[config.mk]
export PLATFORM = sky130hd
export DESIGN_NAME = encoder_button_code_adjuster_flat
export DESIGN_NICKNAME = d
export VERILOG_FILES = /design/src/hdl/ebca_pkg.sv /design/src/hdl/ebca_if.sv /design/src/hdl/ebca_regs.sv /design/src/hdl/ebca_step.sv /design/src/hdl/encoder_button_code_adjuster.sv /design/src/flat_wrapper.sv
export SDC_FILE = /design/constraint.sdc
export NUM_CORES = 1
export LEC_CHECK = 0
export ABC_AREA = 1
export BUFFER_PORTS_ARGS = -buffer_cell sky130_fd_sc_hd__buf_2
export CORE_MARGIN = 5
export CORE_UTILIZATION = 60
export CTS_CLUSTER_SIZE = 28
export DETAILED_ROUTE_END_ITERATION = 16
export GPL_TIMING_DRIVEN = 1
export PLACE_DENSITY = 0.8
export SLEW_MARGIN = 30
export SYNTH_ARGS = -nofsm -noshare
export SYNTH_HDL_FRONTEND = slang
export SYNTH_SLANG_ARGS = --single-unit
[constraint.sdc]
create_clock -name clk -period 10.3 [get_ports clk]
set_clock_uncertainty 0.2 [all_clocks]
set_input_delay 2.06 -clock clk [delete_from_list [all_inputs] [get_ports clk]]
set_output_delay 2.06 -clock clk [all_outputs]
set_load 0.01 [all_outputs]
[src/hdl/ebca_pkg.sv]
// ----------------------------------------------------------------------------
// ebca_pkg
// shared types, register map and defaults of the encoder/button code adjuster
// ----------------------------------------------------------------------------
package ebca_pkg;

  // design parameter defaults
  localparam int CODE_WIDTH_DEFAULT = 16;
  localparam int TIME_WIDTH_DEFAULT = 32;

  // apb port widths
  localparam int APB_ADDR_WIDTH = 5;
  localparam int APB_DATA_WIDTH = 32;

  // register indexes (byte address is index * 4)
  localparam logic [2:0] REG_DEBOUNCE_MS   = 3'd0;
  localparam logic [2:0] REG_LONG_PRESS_MS = 3'd1;
  localparam logic [2:0] REG_DETENT_TICKS  = 3'd2;
  localparam logic [2:0] REG_FINE_STEP     = 3'd3;
  localparam logic [2:0] REG_COARSE_STEP   = 3'd4;

  // register reset values
  localparam logic [15:0] DEBOUNCE_MS_RESET   = 16'd80;
  localparam logic [15:0] LONG_PRESS_MS_RESET = 16'd600;
  localparam logic [7:0]  DETENT_TICKS_RESET  = 8'd4;
  localparam logic [15:0] FINE_STEP_RESET     = 16'd1;
  localparam logic [15:0] COARSE_STEP_RESET   = 16'd64;

  // request command codes
  localparam logic CMD_START = 1'b0;
  localparam logic CMD_POLL  = 1'b1;

  typedef struct packed {
    logic [15:0] debounce_ms;
    logic [15:0] long_press_ms;
    logic [7:0]  detent_ticks;
    logic [15:0] fine_step;
    logic [15:0] coarse_step;
  } ebca_cfg_t;

  typedef struct packed {
    logic               cmd;
    logic [15:0]        start_value;
    logic [1:0]         dac_channel;
    logic               button_level;
    logic signed [15:0] encoder_count;
    logic [31:0]        now_ms;
  } ebca_item_t;

  typedef struct packed {
    logic [15:0] dac_code;
    logic [1:0]  out_channel;
    logic        code_written;
    logic        coarse_mode;
    logic        confirmed;
    logic        session_active;
  } ebca_result_t;

endpackage

[src/hdl/ebca_if.sv]
// ----------------------------------------------------------------------------
// ebca_if
// request and result channels with valid/ready handshake
// ----------------------------------------------------------------------------
interface ebca_req_if;
  logic               valid;
  logic               ready;
  logic               cmd;
  logic [15:0]        start_value;
  logic [1:0]         dac_channel;
  logic               button_level;
  logic signed [15:0] encoder_count;
  logic [31:0]        now_ms;

  modport source (
    output valid, cmd, start_value, dac_channel, button_level, encoder_count, now_ms,
    input  ready
  );
  modport sink (
    input  valid, cmd, start_value, dac_channel, button_level, encoder_count, now_ms,
    output ready
  );
endinterface

interface ebca_rsp_if;
  logic        valid;
  logic        ready;
  logic [15:0] dac_code;
  logic [1:0]  out_channel;
  logic        code_written;
  logic        coarse_mode;
  logic        confirmed;
  logic        session_active;

  modport source (
    output valid, dac_code, out_channel, code_written, coarse_mode, confirmed,
           session_active,
    input  ready
  );
  modport sink (
    input  valid, dac_code, out_channel, code_written, coarse_mode, confirmed,
           session_active,
    output ready
  );
endinterface

[src/hdl/ebca_regs.sv]
// ----------------------------------------------------------------------------
// ebca_regs
// apb configuration registers
// ----------------------------------------------------------------------------
module ebca_regs (
  input  logic                                 clk,
  input  logic                                 rst,
  input  logic                                 psel,
  input  logic                                 penable,
  input  logic                                 pwrite,
  input  logic [ebca_pkg::APB_ADDR_WIDTH-1:0]  paddr,
  input  logic [ebca_pkg::APB_DATA_WIDTH-1:0]  pwdata,
  output logic [ebca_pkg::APB_DATA_WIDTH-1:0]  prdata,
  output logic                                 pready,
  output ebca_pkg::ebca_cfg_t                  cfg
);

  logic       wr_en;
  logic [2:0] reg_idx;

  assign pready  = 1'b1;
  assign wr_en   = psel && penable && pwrite;
  assign reg_idx = paddr[4:2];

  always_ff @(posedge clk) begin
    if (rst) begin
      cfg.debounce_ms   <= ebca_pkg::DEBOUNCE_MS_RESET;
      cfg.long_press_ms <= ebca_pkg::LONG_PRESS_MS_RESET;
      cfg.detent_ticks  <= ebca_pkg::DETENT_TICKS_RESET;
      cfg.fine_step     <= ebca_pkg::FINE_STEP_RESET;
      cfg.coarse_step   <= ebca_pkg::COARSE_STEP_RESET;
    end else if (wr_en) begin
      case (reg_idx)
        ebca_pkg::REG_DEBOUNCE_MS:   cfg.debounce_ms   <= pwdata[15:0];
        ebca_pkg::REG_LONG_PRESS_MS: cfg.long_press_ms <= pwdata[15:0];
        ebca_pkg::REG_DETENT_TICKS:  cfg.detent_ticks  <= pwdata[7:0];
        ebca_pkg::REG_FINE_STEP:     cfg.fine_step     <= pwdata[15:0];
        ebca_pkg::REG_COARSE_STEP:   cfg.coarse_step   <= pwdata[15:0];
        default: ;
      endcase
    end
  end

  always_comb begin
    case (reg_idx)
      ebca_pkg::REG_DEBOUNCE_MS:   prdata = 32'(cfg.debounce_ms);
      ebca_pkg::REG_LONG_PRESS_MS: prdata = 32'(cfg.long_press_ms);
      ebca_pkg::REG_DETENT_TICKS:  prdata = 32'(cfg.detent_ticks);
      ebca_pkg::REG_FINE_STEP:     prdata = 32'(cfg.fine_step);
      ebca_pkg::REG_COARSE_STEP:   prdata = 32'(cfg.coarse_step);
      default:                     prdata = '0;
    endcase
  end

endmodule

[src/hdl/ebca_step.sv]
// ----------------------------------------------------------------------------
// ebca_step
// session state and single-pass update for one request
// ----------------------------------------------------------------------------
module ebca_step #(
  parameter int CODE_WIDTH = ebca_pkg::CODE_WIDTH_DEFAULT,
  parameter int TIME_WIDTH = ebca_pkg::TIME_WIDTH_DEFAULT
) (
  input  logic                    clk,
  input  logic                    rst,
  input  logic                    en,
  input  ebca_pkg::ebca_item_t    item,
  input  ebca_pkg::ebca_cfg_t     cfg,
  output ebca_pkg::ebca_result_t  res
);

  localparam int EW = CODE_WIDTH + 17;
  localparam logic [EW-1:0] CODE_MAX_EXT = {{17{1'b0}}, {CODE_WIDTH{1'b1}}};

  // state
  logic [CODE_WIDTH-1:0] code_value;
  logic [1:0]            channel_latch;
  logic [15:0]           encoder_reference;
  logic                  coarse_flag;
  logic                  swallow_flag;
  logic                  active_flag;
  logic                  stable_level;
  logic                  candidate_level;
  logic [TIME_WIDTH-1:0] candidate_since;
  logic                  edge_previous;
  logic                  hold_seen;
  logic [TIME_WIDTH-1:0] hold_start;
  logic                  hold_fired;

  logic [CODE_WIDTH-1:0] code_value_next;
  logic [1:0]            channel_latch_next;
  logic [15:0]           encoder_reference_next;
  logic                  coarse_flag_next;
  logic                  swallow_flag_next;
  logic                  active_flag_next;
  logic                  stable_level_next;
  logic                  candidate_level_next;
  logic [TIME_WIDTH-1:0] candidate_since_next;
  logic                  edge_previous_next;
  logic                  hold_seen_next;
  logic [TIME_WIDTH-1:0] hold_start_next;
  logic                  hold_fired_next;

  // datapath helpers
  logic [TIME_WIDTH-1:0] now_t;
  logic [7:0]            det;
  logic [15:0]           enc_diff;
  logic signed [16:0]    delta;
  logic signed [16:0]    det_pos;
  logic                  step_up;
  logic                  step_dn;
  logic [15:0]           inc;
  logic [EW-1:0]         code_ext;
  logic [EW-1:0]         inc_ext;
  logic [EW-1:0]         start_ext;
  logic [EW-1:0]         up_sum;
  logic [EW-1:0]         up_val;
  logic [EW-1:0]         dn_val;
  logic [EW-1:0]         start_val;
  logic                  press;
  logic                  fire;
  logic                  swallow_mid;
  logic                  written;
  logic                  confirm;
  logic [CODE_WIDTH+15:0] code_wide;

  assign now_t     = item.now_ms[TIME_WIDTH-1:0];
  assign det       = (cfg.detent_ticks == 8'd0) ? 8'd1 : cfg.detent_ticks;
  assign enc_diff  = item.encoder_count - encoder_reference;
  assign delta     = {enc_diff[15], enc_diff};
  assign det_pos   = {9'b0, det};
  assign step_up   = delta >= det_pos;
  assign step_dn   = delta <= -det_pos;
  assign inc       = coarse_flag ? cfg.coarse_step : cfg.fine_step;
  assign code_ext  = EW'(code_value);
  assign inc_ext   = EW'(inc);
  assign start_ext = EW'(item.start_value);
  assign up_sum    = code_ext + inc_ext;
  assign up_val    = (up_sum > CODE_MAX_EXT) ? CODE_MAX_EXT : up_sum;
  assign dn_val    = (inc_ext > code_ext) ? '0 : code_ext - inc_ext;
  assign start_val = (start_ext > CODE_MAX_EXT) ? CODE_MAX_EXT : start_ext;

  always_comb begin
    code_value_next        = code_value;
    channel_latch_next     = channel_latch;
    encoder_reference_next = encoder_reference;
    coarse_flag_next       = coarse_flag;
    swallow_flag_next      = swallow_flag;
    active_flag_next       = active_flag;
    stable_level_next      = stable_level;
    candidate_level_next   = candidate_level;
    candidate_since_next   = candidate_since;
    edge_previous_next     = edge_previous;
    hold_seen_next         = hold_seen;
    hold_start_next        = hold_start;
    hold_fired_next        = hold_fired;
    written                = 1'b0;
    confirm                = 1'b0;
    press                  = 1'b0;
    fire                   = 1'b0;
    swallow_mid            = swallow_flag;

    if (item.cmd == ebca_pkg::CMD_START || active_flag) begin
      // debouncer, one sample per request
      if (item.button_level != candidate_level) begin
        candidate_level_next = item.button_level;
        candidate_since_next = now_t;
      end else if (candidate_level != stable_level &&
                   (now_t - candidate_since) >= TIME_WIDTH'(cfg.debounce_ms)) begin
        stable_level_next = candidate_level;
      end

      // long-press tracker on the new debounced level
      if (stable_level_next && !hold_seen) begin
        hold_start_next = now_t;
        hold_fired_next = 1'b0;
      end
      if (!stable_level_next) begin
        hold_seen_next  = 1'b0;
        hold_fired_next = 1'b0;
      end else begin
        hold_seen_next = 1'b1;
        if (!hold_fired_next &&
            (now_t - hold_start_next) >= TIME_WIDTH'(cfg.long_press_ms)) begin
          hold_fired_next = 1'b1;
          fire            = 1'b1;
        end
      end
    end

    if (item.cmd == ebca_pkg::CMD_START) begin
      edge_previous_next     = stable_level_next;
      code_value_next        = start_val[CODE_WIDTH-1:0];
      channel_latch_next     = item.dac_channel;
      encoder_reference_next = item.encoder_count;
      coarse_flag_next       = 1'b1;
      swallow_flag_next      = 1'b0;
      active_flag_next       = 1'b1;
      written                = 1'b1;
    end else if (active_flag) begin
      // at most one detent per poll
      if (step_up) begin
        encoder_reference_next = encoder_reference + 16'(det);
        code_value_next        = up_val[CODE_WIDTH-1:0];
        written                = 1'b1;
      end else if (step_dn) begin
        encoder_reference_next = encoder_reference - 16'(det);
        code_value_next        = dn_val[CODE_WIDTH-1:0];
        written                = 1'b1;
      end

      if (fire) begin
        confirm          = 1'b1;
        active_flag_next = 1'b0;
      end else begin
        // click toggles the step, then swallowed until release
        if (!swallow_flag) begin
          press              = stable_level_next && !edge_previous;
          edge_previous_next = stable_level_next;
          if (press) begin
            coarse_flag_next = !coarse_flag;
            swallow_mid      = 1'b1;
          end
        end
        swallow_flag_next = swallow_mid;
        if (swallow_mid && !stable_level_next) begin
          swallow_flag_next  = 1'b0;
          edge_previous_next = stable_level_next;
        end
      end
    end
  end

  assign code_wide          = {16'b0, code_value_next};
  assign res.dac_code       = code_wide[15:0];
  assign res.out_channel    = channel_latch_next;
  assign res.code_written   = written;
  assign res.coarse_mode    = coarse_flag_next;
  assign res.confirmed      = confirm;
  assign res.session_active = active_flag_next;

  always_ff @(posedge clk) begin
    if (rst) begin
      code_value        <= '0;
      channel_latch     <= '0;
      encoder_reference <= '0;
      coarse_flag       <= 1'b1;
      swallow_flag      <= 1'b0;
      active_flag       <= 1'b0;
      stable_level      <= 1'b0;
      candidate_level   <= 1'b0;
      candidate_since   <= '0;
      edge_previous     <= 1'b0;
      hold_seen         <= 1'b0;
      hold_start        <= '0;
      hold_fired        <= 1'b0;
    end else if (en) begin
      code_value        <= code_value_next;
      channel_latch     <= channel_latch_next;
      encoder_reference <= encoder_reference_next;
      coarse_flag       <= coarse_flag_next;
      swallow_flag      <= swallow_flag_next;
      active_flag       <= active_flag_next;
      stable_level      <= stable_level_next;
      candidate_level   <= candidate_level_next;
      candidate_since   <= candidate_since_next;
      edge_previous     <= edge_previous_next;
      hold_seen         <= hold_seen_next;
      hold_start        <= hold_start_next;
      hold_fired        <= hold_fired_next;
    end
  end

endmodule

[src/hdl/encoder_button_code_adjuster.sv]
// ----------------------------------------------------------------------------
// encoder_button_code_adjuster
// adjusts a dac code from encoder detents and a debounced push button
// ----------------------------------------------------------------------------
// a request passes through the input register, then its result is registered
// in the result register, from which it is taken on the result channel
// throughput: one request per cycle while results are taken, set by the single-pass state update
// intake stalls only while both registers are full and the result is not taken
// reset (rst, synchronous): both stages empty, registers at defaults,
// session idle with coarse step selected
module encoder_button_code_adjuster #(
  parameter int CODE_WIDTH = ebca_pkg::CODE_WIDTH_DEFAULT,
  parameter int TIME_WIDTH = ebca_pkg::TIME_WIDTH_DEFAULT
) (
  input  logic                                 clk,
  input  logic                                 rst,
  // apb configuration port
  input  logic                                 psel,
  input  logic                                 penable,
  input  logic                                 pwrite,
  input  logic [ebca_pkg::APB_ADDR_WIDTH-1:0]  paddr,
  input  logic [ebca_pkg::APB_DATA_WIDTH-1:0]  pwdata,
  output logic [ebca_pkg::APB_DATA_WIDTH-1:0]  prdata,
  output logic                                 pready,
  // request and result channels
  ebca_req_if.sink                             item,
  ebca_rsp_if.source                           result
);

  ebca_pkg::ebca_cfg_t    cfg;
  ebca_pkg::ebca_item_t   req;        // request register payload
  logic                   req_valid;
  ebca_pkg::ebca_result_t step_res;   // next result from the update logic
  ebca_pkg::ebca_result_t rsp;        // result register payload
  logic                   rsp_valid;
  logic                   advance;    // result register can take a new result
  logic                   step_en;    // request register commits this cycle

  ebca_regs u_regs (
    .clk     (clk),
    .rst     (rst),
    .psel    (psel),
    .penable (penable),
    .pwrite  (pwrite),
    .paddr   (paddr),
    .pwdata  (pwdata),
    .prdata  (prdata),
    .pready  (pready),
    .cfg     (cfg)
  );

  ebca_step #(
    .CODE_WIDTH (CODE_WIDTH),
    .TIME_WIDTH (TIME_WIDTH)
  ) u_step (
    .clk  (clk),
    .rst  (rst),
    .en   (step_en),
    .item (req),
    .cfg  (cfg),
    .res  (step_res)
  );

  // pipeline flow control: the request stage moves whenever the result stage
  // is empty or being drained this cycle
  assign advance    = !rsp_valid || result.ready;
  assign step_en    = req_valid && advance;
  assign item.ready = !req_valid || advance;

  // request register
  always_ff @(posedge clk) begin
    if (rst) begin
      req_valid <= 1'b0;
    end else if (item.ready) begin
      req_valid <= item.valid;
    end
  end

  always_ff @(posedge clk) begin
    if (item.ready && item.valid) begin
      req.cmd           <= item.cmd;
      req.start_value   <= item.start_value;
      req.dac_channel   <= item.dac_channel;
      req.button_level  <= item.button_level;
      req.encoder_count <= item.encoder_count;
      req.now_ms        <= item.now_ms;
    end
  end

  // result register, state commits in the same cycle
  always_ff @(posedge clk) begin
    if (rst) begin
      rsp_valid <= 1'b0;
    end else if (advance) begin
      rsp_valid <= req_valid;
    end
  end

  always_ff @(posedge clk) begin
    if (step_en) begin
      rsp <= step_res;
    end
  end

  assign result.valid          = rsp_valid;
  assign result.dac_code       = rsp.dac_code;
  assign result.out_channel    = rsp.out_channel;
  assign result.code_written   = rsp.code_written;
  assign result.coarse_mode    = rsp.coarse_mode;
  assign result.confirmed      = rsp.confirmed;
  assign result.session_active = rsp.session_active;

  // a confirmed code always closes the session
  assert property (@(posedge clk) disable iff (rst)
    rsp_valid && rsp.confirmed |-> !rsp.session_active)
    else $error("confirmed result with session still active");

  // an idle poll never writes the code
  assert property (@(posedge clk) disable iff (rst)
    rsp_valid && !rsp.session_active && !rsp.confirmed |-> !rsp.code_written)
    else $error("code written while no session was active");

  // every committed request shows up in the result register
  assert property (@(posedge clk) disable iff (rst)
    step_en |=> rsp_valid)
    else $error("committed request produced no result");

  // reset empties both stages
  assert property (@(posedge clk)
    rst |=> !rsp_valid && !req_valid)
    else $error("pipeline not empty after reset");

endmodule
[src/flat_wrapper.sv]
// flat-port wrapper written by rule: the top's interface ports become plain ports
module encoder_button_code_adjuster_flat 
#(
  parameter int CODE_WIDTH = ebca_pkg::CODE_WIDTH_DEFAULT,
  parameter int TIME_WIDTH = ebca_pkg::TIME_WIDTH_DEFAULT
)
  (clk, rst, psel, penable, pwrite, paddr, pwdata, prdata, pready, item_valid, item_cmd, item_start_value, item_dac_channel, item_button_level, item_encoder_count, item_now_ms, item_ready, result_valid, result_dac_code, result_out_channel, result_code_written, result_coarse_mode, result_confirmed, result_session_active, result_ready);
  ebca_req_if item_i ();
  ebca_rsp_if result_i ();
  input  logic clk;
  input  logic rst;
  input  logic psel;
  input  logic penable;
  input  logic pwrite;
  input  logic [ebca_pkg::APB_ADDR_WIDTH-1:0] paddr;
  input  logic [ebca_pkg::APB_DATA_WIDTH-1:0] pwdata;
  output logic [ebca_pkg::APB_DATA_WIDTH-1:0] prdata;
  output logic pready;
  input wire logic [$bits(item_i.valid)-1:0] item_valid;
  input wire logic [$bits(item_i.cmd)-1:0] item_cmd;
  input wire logic [$bits(item_i.start_value)-1:0] item_start_value;
  input wire logic [$bits(item_i.dac_channel)-1:0] item_dac_channel;
  input wire logic [$bits(item_i.button_level)-1:0] item_button_level;
  input wire logic [$bits(item_i.encoder_count)-1:0] item_encoder_count;
  input wire logic [$bits(item_i.now_ms)-1:0] item_now_ms;
  output wire logic [$bits(item_i.ready)-1:0] item_ready;
  output wire logic [$bits(result_i.valid)-1:0] result_valid;
  output wire logic [$bits(result_i.dac_code)-1:0] result_dac_code;
  output wire logic [$bits(result_i.out_channel)-1:0] result_out_channel;
  output wire logic [$bits(result_i.code_written)-1:0] result_code_written;
  output wire logic [$bits(result_i.coarse_mode)-1:0] result_coarse_mode;
  output wire logic [$bits(result_i.confirmed)-1:0] result_confirmed;
  output wire logic [$bits(result_i.session_active)-1:0] result_session_active;
  input wire logic [$bits(result_i.ready)-1:0] result_ready;
  assign item_i.valid = item_valid;
  assign item_i.cmd = item_cmd;
  assign item_i.start_value = item_start_value;
  assign item_i.dac_channel = item_dac_channel;
  assign item_i.button_level = item_button_level;
  assign item_i.encoder_count = item_encoder_count;
  assign item_i.now_ms = item_now_ms;
  assign item_ready = item_i.ready;
  assign result_valid = result_i.valid;
  assign result_dac_code = result_i.dac_code;
  assign result_out_channel = result_i.out_channel;
  assign result_code_written = result_i.code_written;
  assign result_coarse_mode = result_i.coarse_mode;
  assign result_confirmed = result_i.confirmed;
  assign result_session_active = result_i.session_active;
  assign result_i.ready = result_ready;
  encoder_button_code_adjuster #(.CODE_WIDTH(CODE_WIDTH), .TIME_WIDTH(TIME_WIDTH)) u_core (.clk(clk), .rst(rst), .psel(psel), .penable(penable), .pwrite(pwrite), .paddr(paddr), .pwdata(pwdata), .prdata(prdata), .pready(pready), .item(item_i), .result(result_i));
endmodule
==> impl_results.md <==
- Outcome: finished, final reports clean
- Slew @ Worst Pin: 1021 ps
- Clock Sinks: 270
- Worst-Skew Late Latency: 600 ps
- Starting Density: roughly three fifths
- Max incr delay on CP: between 500 and 600 ps
- GPL Wtd Cong: ~1
- Unrepaired setup endpoints after global routing: no
- Die width: around 190 um
- Crit path top cell by count: nand2_1
- GR Util met3: 4.028%
- Placeable Area: around 32,000 um^2
- Main combinational cell family by area after synthesis: simple AND/OR/NAND/NOR gates
- Post-Syn Instances: about 2,800
- DRC violations left: 0
- Synth top area share: 18.45%
- Num CTS Buffers: 30
- Gr busiest metal: met2
- Leakage: 10.67 nW
- Synth Area in Compound Gates: 17.77%
- Max Cap Viol: 0
- VDD IR max: 0.1493 mV
- Buf/Inv on CP: 1
- Sequential area share after synthesis: approximately a third
- Max-slew violation count: 0
- Area contributors post-synth: dfxtp_1, edfxtp_1, nand2_1
- Vias in the first global route: around 18,000
- Hold Path Class: reg -> reg
- #FFs+latches synth: 270
- Placed Cells: between 3,000 and 4,000
- 1st-iter DRT viols: about 1,100
- Slew margin rel.: about a third
- Worst setup path class: reg -> reg
- First-pass GRT wire length: 89,770 um
- Final cell count without fillers: about 3,300
- Seq pwr share: about 37%
- Routed WL: about 56,000 um
- Main flop type after synthesis: dfxtp_1
- Switching pwr: 0.001078 W
- Tmin final: roughly 8500 ps
- Power Density: between 150 and 200 nW/um^2
- # fillers: ~2,900
- Max Freq: roughly 0.12 GHz
- DP HPWL: ~43,000 um
- Clock Pin Slew Worst Setup and Hold Paths: about 70 ps
- Synth Warn #: 0
- Pin count of the biggest net entering global routing: approximately 120
- Setup_tns: 0 ps
- CP required: between 10,000 and 15,000 ps
- Sw frac: 33.15%
- Antenna violations before repair: 0
- Post-synthesis simple-gate area fraction: between 20 and 25%
- PortBufs: roughly 130
- Final worst setup slack: around 1800 ps
- Met2 GRT Util: 54.61%
- Diode count: 0
- Final #Nets: ~3,200
- Adder-Cell Fraction of Synth Area: about an eighth
- FP Rows: between 60 and 70
- # hold bufs at CTS: 0
- Tcrit/Tclk final: ~83%
- Post-synth EDFFs: 90
- Die area: 36,250 um^2
- H-tree Lvls: 1
- DR vias: roughly 18,000
- WP data arrival: 8650 ps
- GRT Util Overall: between 30% and 40%
- Met1 usage: between 30% and 40%
- Io pins: between 150 and 200
- Die Height: 190.4 um
- Area Overhead vs Synth: 10.66%
- Routed wire length per instance: approximately 17 um
- Worst-path fanout max: 51
- # resized after CTS: 0
- CTS tree: built
- Post-CTS Setup Inserts: 0
- Syn Area/Cell: roughly 7 um^2
- Post-synthesis mux area share: between 1 and 1.5%
- Top delay family on crit path: simple AND/OR/NAND/NOR gates
- DRT Pass-1 Iters: 9
- Setup slack at placement: 1832 ps
- Routed Antenna Nets: 0
- Post-synth ARST share: 0%
- R2r setup slk: around 1800 ps
- Area leader, netlist: dfxtp_1
- Combinational power share: about 27%
- Kind of end point of the critical path: flop
- Synth Area in XOR/XNOR: 3.140%
- Distinct cells, synth: 57
- Clock Tree Buf Depth: 3
- Fraction of layout cells with a size suffix above 1: slightly above 9%
- Clk network pwr share: a little over a third
- Internal power: ~0.0022 W
- Global route total overflow: 0
- Cell at the slowest stage of the critical path: edfxtp_1
- Final hold violation count: 0
- Syn Std Cell Area: about 20,000 um^2
- Final Setup Violations: 0
- Setup crit start kind: flop
- Root buf cell: clkbuf_16
- Vias/cell: between 5 and 6
-- synth_stat cells, types with 3 or more instances --
cell       count
nand3_2        4
o2111ai_1      6
nor2_2        13
a21o_1         6
nor4_1         3
o21ai_1        7
edfxtp_1      90
clkinv_1       4
o31ai_1        7
nand4_1       25
fa_1           6
ha_1         178
o211ai_1      40
inv_2         16
o21bai_1      24
nand2_2       16
a211oi_1       6
o21ai_0      231
and2_1         5
xnor2_1       14
mux2i_1       23
inv_1        452
dfxtp_1      180
nor2_1       179
clkbuf_1      65
a221oi_1       3
o22ai_1       11
buf_4         19
o311ai_0       3
xor2_1        56
nand3_4        3
nand2_4        4
a31oi_1        3
nand3_1      100
nor3_1        29
buf_2          5
nand2_1      630
a21oi_1      265
nand3b_1      10
a22oi_1        7
-- cell families (layout without fill, tap and decap cells) --
logic type / after synthesis / after routing
compound gates: 629 / 629
simple gates: 1030 / 1030
flops: 270 / 270
fa+ha+maj: 184 / 184
other cells: 2 / 20
mux: 23 / 23
buf+inv: 564 / 671
xor+xnor: 70 / 70
-- worst paths after layout --
path,endpoint,cells past startpoint,from
hold / removal,u_core.u_step.channel_latch[0]$_SDFFE_PP0P_,2,u_core.u_step.channel_latch[0]$_SDFFE_PP0P_
setup / recovery,u_core.result.coarse_mode$_DFFE_PP_,47,u_core.req[7]$_DFFE_PP_
setup reg to reg,u_core.result.coarse_mode$_DFFE_PP_,47,u_core.req[7]$_DFFE_PP_
hold reg to reg,u_core.u_step.channel_latch[0]$_SDFFE_PP0P_,2,u_core.u_step.channel_latch[0]$_SDFFE_PP0P_
-- registers in the layout, summed over array words and instances, names as in the netlist, 2 cells and up --
register	cells
u_core.u_step.candidate_since	32
u_core.u_step.encoder_reference	16
u_core.u_regs.cfg	72
u_core.req	68
u_core.result.dac_code	16
u_core.u_step.hold_start	32
u_core.u_step.channel_latch	2
u_core.result.out_channel	2
u_core.u_step.code_value	16
-- power by group through the flow --
stage / clock [W] / combinational, W / sequential (W)
final: 0.00119 / 0.000877 / 0.00119
after floorplan: 0 / 0.000647 / 0.00120
after CTS: 0.00120 / 0.000869 / 0.00119
after global placement: 0 / 0.000836 / 0.00121
after global routing: 0.00124 / 0.000999 / 0.00119
after detailed placement: 0 / 0.000861 / 0.00121
-- layout by cell type, fill, tap and decap left out, types with 25 or more instances in the layout --
master,instances
inv_1,450
nand4_1,25
buf_2,133
xor2_1,56
nor3_1,28
a21oi_1,265
ha_1,178
o21ai_0,231
nand2_1,630
dfxtp_1,180
clkbuf_16,31
nor2_1,177
nand3_1,100
edfxtp_1,90
o211ai_1,40
-- layout make-up --
| cell class | instances | area [um^2] | area share, % |
|---|---|---|---|
| tap | 442 | 553.0 | 2.559 |
| inverter | 472 | 1773 | 8.205 |
| clock buffer | 41 | 903.4 | 4.181 |
| clock inverter | 14 | 209.0 | 0.9670 |
| sequential | 270 | 6306 | 29.18 |
| timing repair buffer | 144 | 755.7 | 3.497 |
| multi-input combinational | 1956 | 11110 | 51.41 |
-- per-layer routing --
layer / up-vias / share of wire (%) / wire [um]
met3: 143 / 6.1 / 3395
li1: 9250 / - / -
met4: 0 / 4.8 / 2709
met2: 606 / 49 / 27200
met5: - / 0 / 0
met1: 8384 / 41 / 22730
-- worst reg2reg max path: cells and delay by family, from the launching register on --
| family | cells | cell delay [ps] |
|---|---|---|
| fa+ha+maj | 4 | 1440 |
| xor+xnor | 2 | 400 |
| simple gates | 29 | 3310 |
| flops | 1 | 520 |
| buf+inv | 1 | 120 |
| compound gates | 11 | 2280 |
-- stage by stage --
| stage | hold slack (ps) | utilization [%] | cell area, um^2 | total power, W |
|---|---|---|---|---|
| floorplan | 224.5 | - | 19600 | 0.001846 |
| global placement | 235.4 | 63.27 | 20480 | 0.002044 |
| detailed placement | 249.0 | 63.28 | 20490 | 0.002071 |
| CTS | 255.2 | 66.72 | 21600 | 0.003258 |
| global route | 280.5 | 66.75 | 21610 | 0.003435 |
| finish | 255.8 | 66.75 | 21610 | 0.003252 |
Power figures use the tool's default switching activity.
